## config.mk

```make
export PLATFORM = sky130hd
export DESIGN_NAME = mi3_queue
export DESIGN_NICKNAME = d
export VERILOG_FILES = /design/src/mi3_pkg.sv /design/src/mi3_queue.sv
export SDC_FILE = /design/constraint.sdc
export NUM_CORES = 2
export LEC_CHECK = 0
export ABC_AREA = 1
export BUFFER_PORTS_ARGS = -buffer_cell sky130_fd_sc_hd__buf_2
export CAP_MARGIN = 20
export CORE_AREA = 3 3 759 761
export CTS_CLUSTER_SIZE = 24
export DETAILED_ROUTE_END_ITERATION = 8
export DIE_AREA = 0 0 762 764
export HOLD_SLACK_MARGIN = 0.03
export PLACE_DENSITY = 0.41
export RECOVER_POWER = 100
export SYNTH_ARGS = -nofsm -noshare
export SYNTH_HDL_FRONTEND = slang
export SYNTH_SLANG_ARGS = --single-unit
```

## constraint.sdc

```tcl
create_clock -name clock -period 82.7 [get_ports clock]
set_input_delay 24.81 -clock clock [delete_from_list [all_inputs] [get_ports clock]]
set_output_delay 24.81 -clock clock [all_outputs]
set_load 0.02 [all_outputs]
```

## src/mi3_pkg.sv

```systemverilog
// shared types, widths and tables for the 3x3 matrix inverse
package mi3_pkg;

   localparam int FRAC_BITS   = 16;
   localparam int ENTRY_W     = 32;
   localparam int THR_W       = 16;
   localparam int CO_W        = 2 * ENTRY_W;
   localparam int PROD_W      = ENTRY_W + CO_W;
   localparam int DET_W       = PROD_W + 2;
   localparam int MAG_W       = DET_W;
   localparam int DEN_W       = MAG_W + 1;
   localparam int QUO_W       = 32;
   localparam int NUM_SHIFT   = 2 * FRAC_BITS + 1;
   localparam int NUM_W       = ((CO_W + NUM_SHIFT) > MAG_W ? (CO_W + NUM_SHIFT) : MAG_W) + 1;
   localparam int CMP_W       = DEN_W + QUO_W;
   localparam int QUEUE_DEPTH = 4;
   localparam int QPTR_W      = $clog2(QUEUE_DEPTH);

   localparam logic [THR_W-1:0]   THR_RESET = THR_W'(1);
   localparam logic [QUO_W-1:0]   POS_MAX   = {1'b0, {(QUO_W-1){1'b1}}};
   localparam logic [QUO_W-1:0]   NEG_MAX   = {1'b1, {(QUO_W-1){1'b0}}};

   // cofactor k = m[A]*m[B] - m[C]*m[D], matrix row major
   localparam int CO_A [9] = '{4, 2, 1, 5, 0, 2, 3, 1, 0};
   localparam int CO_B [9] = '{8, 7, 5, 6, 8, 3, 7, 6, 4};
   localparam int CO_C [9] = '{5, 1, 2, 3, 2, 0, 4, 0, 1};
   localparam int CO_D [9] = '{7, 8, 4, 8, 6, 5, 6, 7, 3};

   typedef struct packed {
      logic signed [ENTRY_W-1:0] a11;
      logic signed [ENTRY_W-1:0] a12;
      logic signed [ENTRY_W-1:0] a13;
      logic signed [ENTRY_W-1:0] a21;
      logic signed [ENTRY_W-1:0] a22;
      logic signed [ENTRY_W-1:0] a23;
      logic signed [ENTRY_W-1:0] a31;
      logic signed [ENTRY_W-1:0] a32;
      logic signed [ENTRY_W-1:0] a33;
   } req_type;

   typedef struct packed {
      logic signed [ENTRY_W-1:0] r11;
      logic signed [ENTRY_W-1:0] r12;
      logic signed [ENTRY_W-1:0] r13;
      logic signed [ENTRY_W-1:0] r21;
      logic signed [ENTRY_W-1:0] r22;
      logic signed [ENTRY_W-1:0] r23;
      logic signed [ENTRY_W-1:0] r31;
      logic signed [ENTRY_W-1:0] r32;
      logic signed [ENTRY_W-1:0] r33;
      logic                      singular;
   } rsp_type;

   // classified matrix handed from front to back
   typedef struct packed {
      logic [8:0][ENTRY_W-1:0] m;
      logic [8:0][CO_W-1:0]    co;
      logic [MAG_W-1:0]        mag;
      logic                    dneg;
      logic                    singular;
   } work_type;

endpackage

```

## src/mi3_queue.sv

```systemverilog
// short queue between the front and the back
module mi3_queue (
   input  logic              clock,
   input  logic              reset,
   input  logic              push,
   input  mi3_pkg::work_type push_data,
   output logic              full,
   input  logic              pop,
   output logic              empty,
   output mi3_pkg::work_type pop_data
);

   localparam int Depth = mi3_pkg::QUEUE_DEPTH;
   localparam int PtrW  = mi3_pkg::QPTR_W;

   mi3_pkg::work_type  mem_ff [Depth];
   logic [PtrW-1:0]    wr_ff;
   logic [PtrW-1:0]    rd_ff;
   logic [PtrW:0]      cnt_ff;
   logic               do_push;
   logic               do_pop;

   assign full     = cnt_ff == (PtrW+1)'(Depth);
   assign empty    = cnt_ff == '0;
   assign do_push  = push && !full;
   assign do_pop   = pop && !empty;
   assign pop_data = mem_ff[rd_ff];

   always_ff @(posedge clock) begin
      if (reset) begin
         wr_ff  <= '0;
         rd_ff  <= '0;
         cnt_ff <= '0;
      end else begin
         if (do_push) begin
            wr_ff <= wr_ff + 1'b1;
         end
         if (do_pop) begin
            rd_ff <= rd_ff + 1'b1;
         end
         cnt_ff <= cnt_ff + (PtrW+1)'(do_push) - (PtrW+1)'(do_pop);
      end
   end

   always_ff @(posedge clock) begin
      if (do_push) begin
         mem_ff[wr_ff] <= push_data;
      end
   end

endmodule

```

==> key figures <==
STA
  • Final Cycle Share: 0.525
  • Fmax: 23.0 MHz
  • Tightest Pin Transition: 10.00 ns
  • Final TNS setup: 0 ns
  • Tmin final: 43.40 ns
  • RSZ-0062 raised after global routing: false
  • Final Max Slew Viols: 6015
  • Final Hold Vio Count: 0
  • Hold slack: 0.481 ns
  • # setup viols final: 0
  • Relative slew slack: -5.67
  • Final Skew: 0.136 ns

Yosys
  • Distinct cells, synth: 18
  • Sequential area share after synthesis: 0.817
  • Syn_area_per_cell: 15.1 sq um
  • Mapped Cells: 9388
  • Top cell type's share of synthesized area: 0.815
  • Ys Warns: 0
  • Synth Net Count: 10.4k
  • Largest cells by area after synthesis: edfxtp_1 (82%), nor2_1 (5.1%), o22ai_1 (4.2%)
  • Synthesized flop and latch total: 3865
  • Mapped Area: 0.142 sq mm
  • Cell taking the most area after synthesis: edfxtp_1

Run
  • Max-cap viol count: 103

Clock network
  • Clock transition at the registers of the reported paths: 0.05 ns
  • Cts bufs inserted: 432
  • Clk Latency, worst-skew pair: 1.02 ns
  • Clock root buffer: clkbuf_16
  • H-tree levels: 5
  • CTS tree: done
  • Post-CTS sizing: 0
  • Post-CTS Hold Buffers: 0
  • Clock Sinks: 3865
  • Setup bufs post-CTS: 0
  • CTS max path bufs: 4

Power and ir drop
  • Pwr dens: 34.1 mW/mm^2
  • Static Leak: 54.1 nW
  • Worst IR drop on VDD: 0.0213 mV

Worst setup path
  • Critical path arrival: 43.87 ns
  • Worst Setup Start Kind: input pin
  • Endpoint class of the critical path: flop
  • Setup Crit Path Kind: in2reg
  • Required @ worst endpoint: 83.17 ns
  • Crit path from: push
  • FF-to-FF setup slack: 62.71 ns
  • Maximum fanout along the worst path: 140
  • Worst r2r src: cnt_ff[1]
  • Reg2Reg Depth: 10
  • R2r endpoint: mem_ff[3][551]

GRT
  • Largest net degree at the start of global routing: 183
  • First-pass GRT wire length: 755000 um
  • Grt ovf: 0
  • Vias in the first global route: 84.7k
  • Initial antenna violation count: 439
  • Gr usage total: 0.186

Hold path
  • Worst min path class: reg2reg
  • Hold depth: 2
  • Hold wc startpoint: rd_ff[0]
  • Worst hold path endpoint: rd_ff[0]

Detailed routing
  • DR pass1 iterations: 6
  • Final antenna-violating net count: 0
  • Vias: 90.0k
  • WL/cell: 29.4 um
  • Routed WL: 568000 um
  • Vias per inst: 4.66
  • Initial DRC count: 7385
  • DRC Markers: 0

Place
  • I/O Buffers: 1933
  • Final HPWL DP: 397000 um
  • Gp weighted congestion: 0.856

Cells and area
  • Nets: 12.3k
  • Sequential Area: 0.116 sq mm
  • Layout area overhead: 20.7%
  • Highest-count cells in the layout ignoring fill and taps: edfxtp_1 (3856), nor2_1 (1941), clkbuf_1 (1609)
  • Commonest non-fill, non-tap cell in the layout: edfxtp_1
  • Multi-input gate area: 0.0232 sq mm
  • Share of cells above drive strength 1: 0.100
  • Fill cells: 57.8k

Die
  • FP Rows: 277
  • Core Footprint: 0.569 sq mm
  • DIE HEIGHT: 764 um
  • Die footprint: 0.582 sq mm
  • Die width: 762 um
  • I/O pins: 1934
  • Starting Density: 0.249

Outcome
  • Failing checks: capacitance limit, slew limit
  • Outcome: finished with violations
-- through the flow --
| step | power, mW | instance area [sq um] | std cells | setup WS (ns) | util |
|---|---|---|---|---|---|
| final | 5.84 | 171000 | 19300 | 39.30 | 0.301 |
| after global placement | 4.08 | 160000 | 18400 | 51.90 | 0.281 |
| after CTS | 5.93 | 173000 | 19100 | 50.73 | 0.304 |
| after floorplan | 3.66 | 142000 | 9388 | 15.62 | - |
| after detailed placement | 4.07 | 160000 | 18400 | 51.90 | 0.281 |
| after global routing | 6.09 | 171000 | 19200 | 37.62 | 0.301 |
-- logic make-up after synthesis --
logic type	share of synthesized area
DFF	0.817
AOI/OAI and AO/OA	0.111
and+or+nand+nor	0.0518
buffers and inverters	0.0204
adders and majority gates	0.000670
-- report_power, final --
part	leakage, nW	total, mW	internal, mW	switching [mW]
sequential	35.4	2.46	2.42	0.0403
combinational	12.2	1.54	0.318	1.22
clock	6.50	1.84	1.04	0.800
-- area by class of cell --
cell class / count / share of cell area
timing repair buffer: 2096 / 0.0521
inverter: 20 / 0.000489
clock inverter: 219 / 0.0121
tap: 7533 / 0.0550
sequential: 3865 / 0.677
clock buffer: 552 / 0.0661
multi-input combinational: 4862 / 0.135
antenna: 143 / 0.00209
-- sequential cells by signal, indices dropped and copies added (netlist names), named ones only --
| signal | flops |
|---|---|
| mem_ff | 3856 |
| wr_ff | 2 |
| cnt_ff | 3 |
| rd_ff | 2 |
-- Yosys cell counts (all sizes together) --
| cell type | number |
|---|---|
| edfxtp | 3856 |
| nor2 | 1942 |
| o21ai | 1928 |
| o22ai | 964 |
| clkbuf | 338 |
| buf | 303 |
| inv | 20 |
| nand2 | 12 |
| dfxtp | 9 |
| ha | 6 |
| a21oi | 5 |
| nand3 | 4 |
| fa | 1 |
-- worst max-delay path: stages --
cell	delay (ns)
clkbuf_1	0.18
nand2_1	0.20
nor2_1	0.17
clkbuf_1	6.90
clkbuf_1	2.24
clkbuf_1	2.64
clkbuf_1	2.10
clkbuf_1	2.13
clkbuf_1	2.15
-- worst max-delay path by stage --
stage	end
finish	mem_ff[3][551]
global route	mem_ff[3][551]
CTS	pop_data[493]
detailed placement	pop_data[493]
global placement	pop_data[493]
floorplan	mem_ff[0][0]
-- layer usage --
layer	wire, um	GRT usage	vias to the layer above	part of all wire
li1	-	-	39800	-
met1	223000	0.226	45300	0.39
met2	263000	0.301	3346	0.46
met3	57100	0.0724	1242	0.10
met4	22700	0.0622	236	0.040
met5	1580	0	-	0.0028
Power figures use the tool's default switching activity.
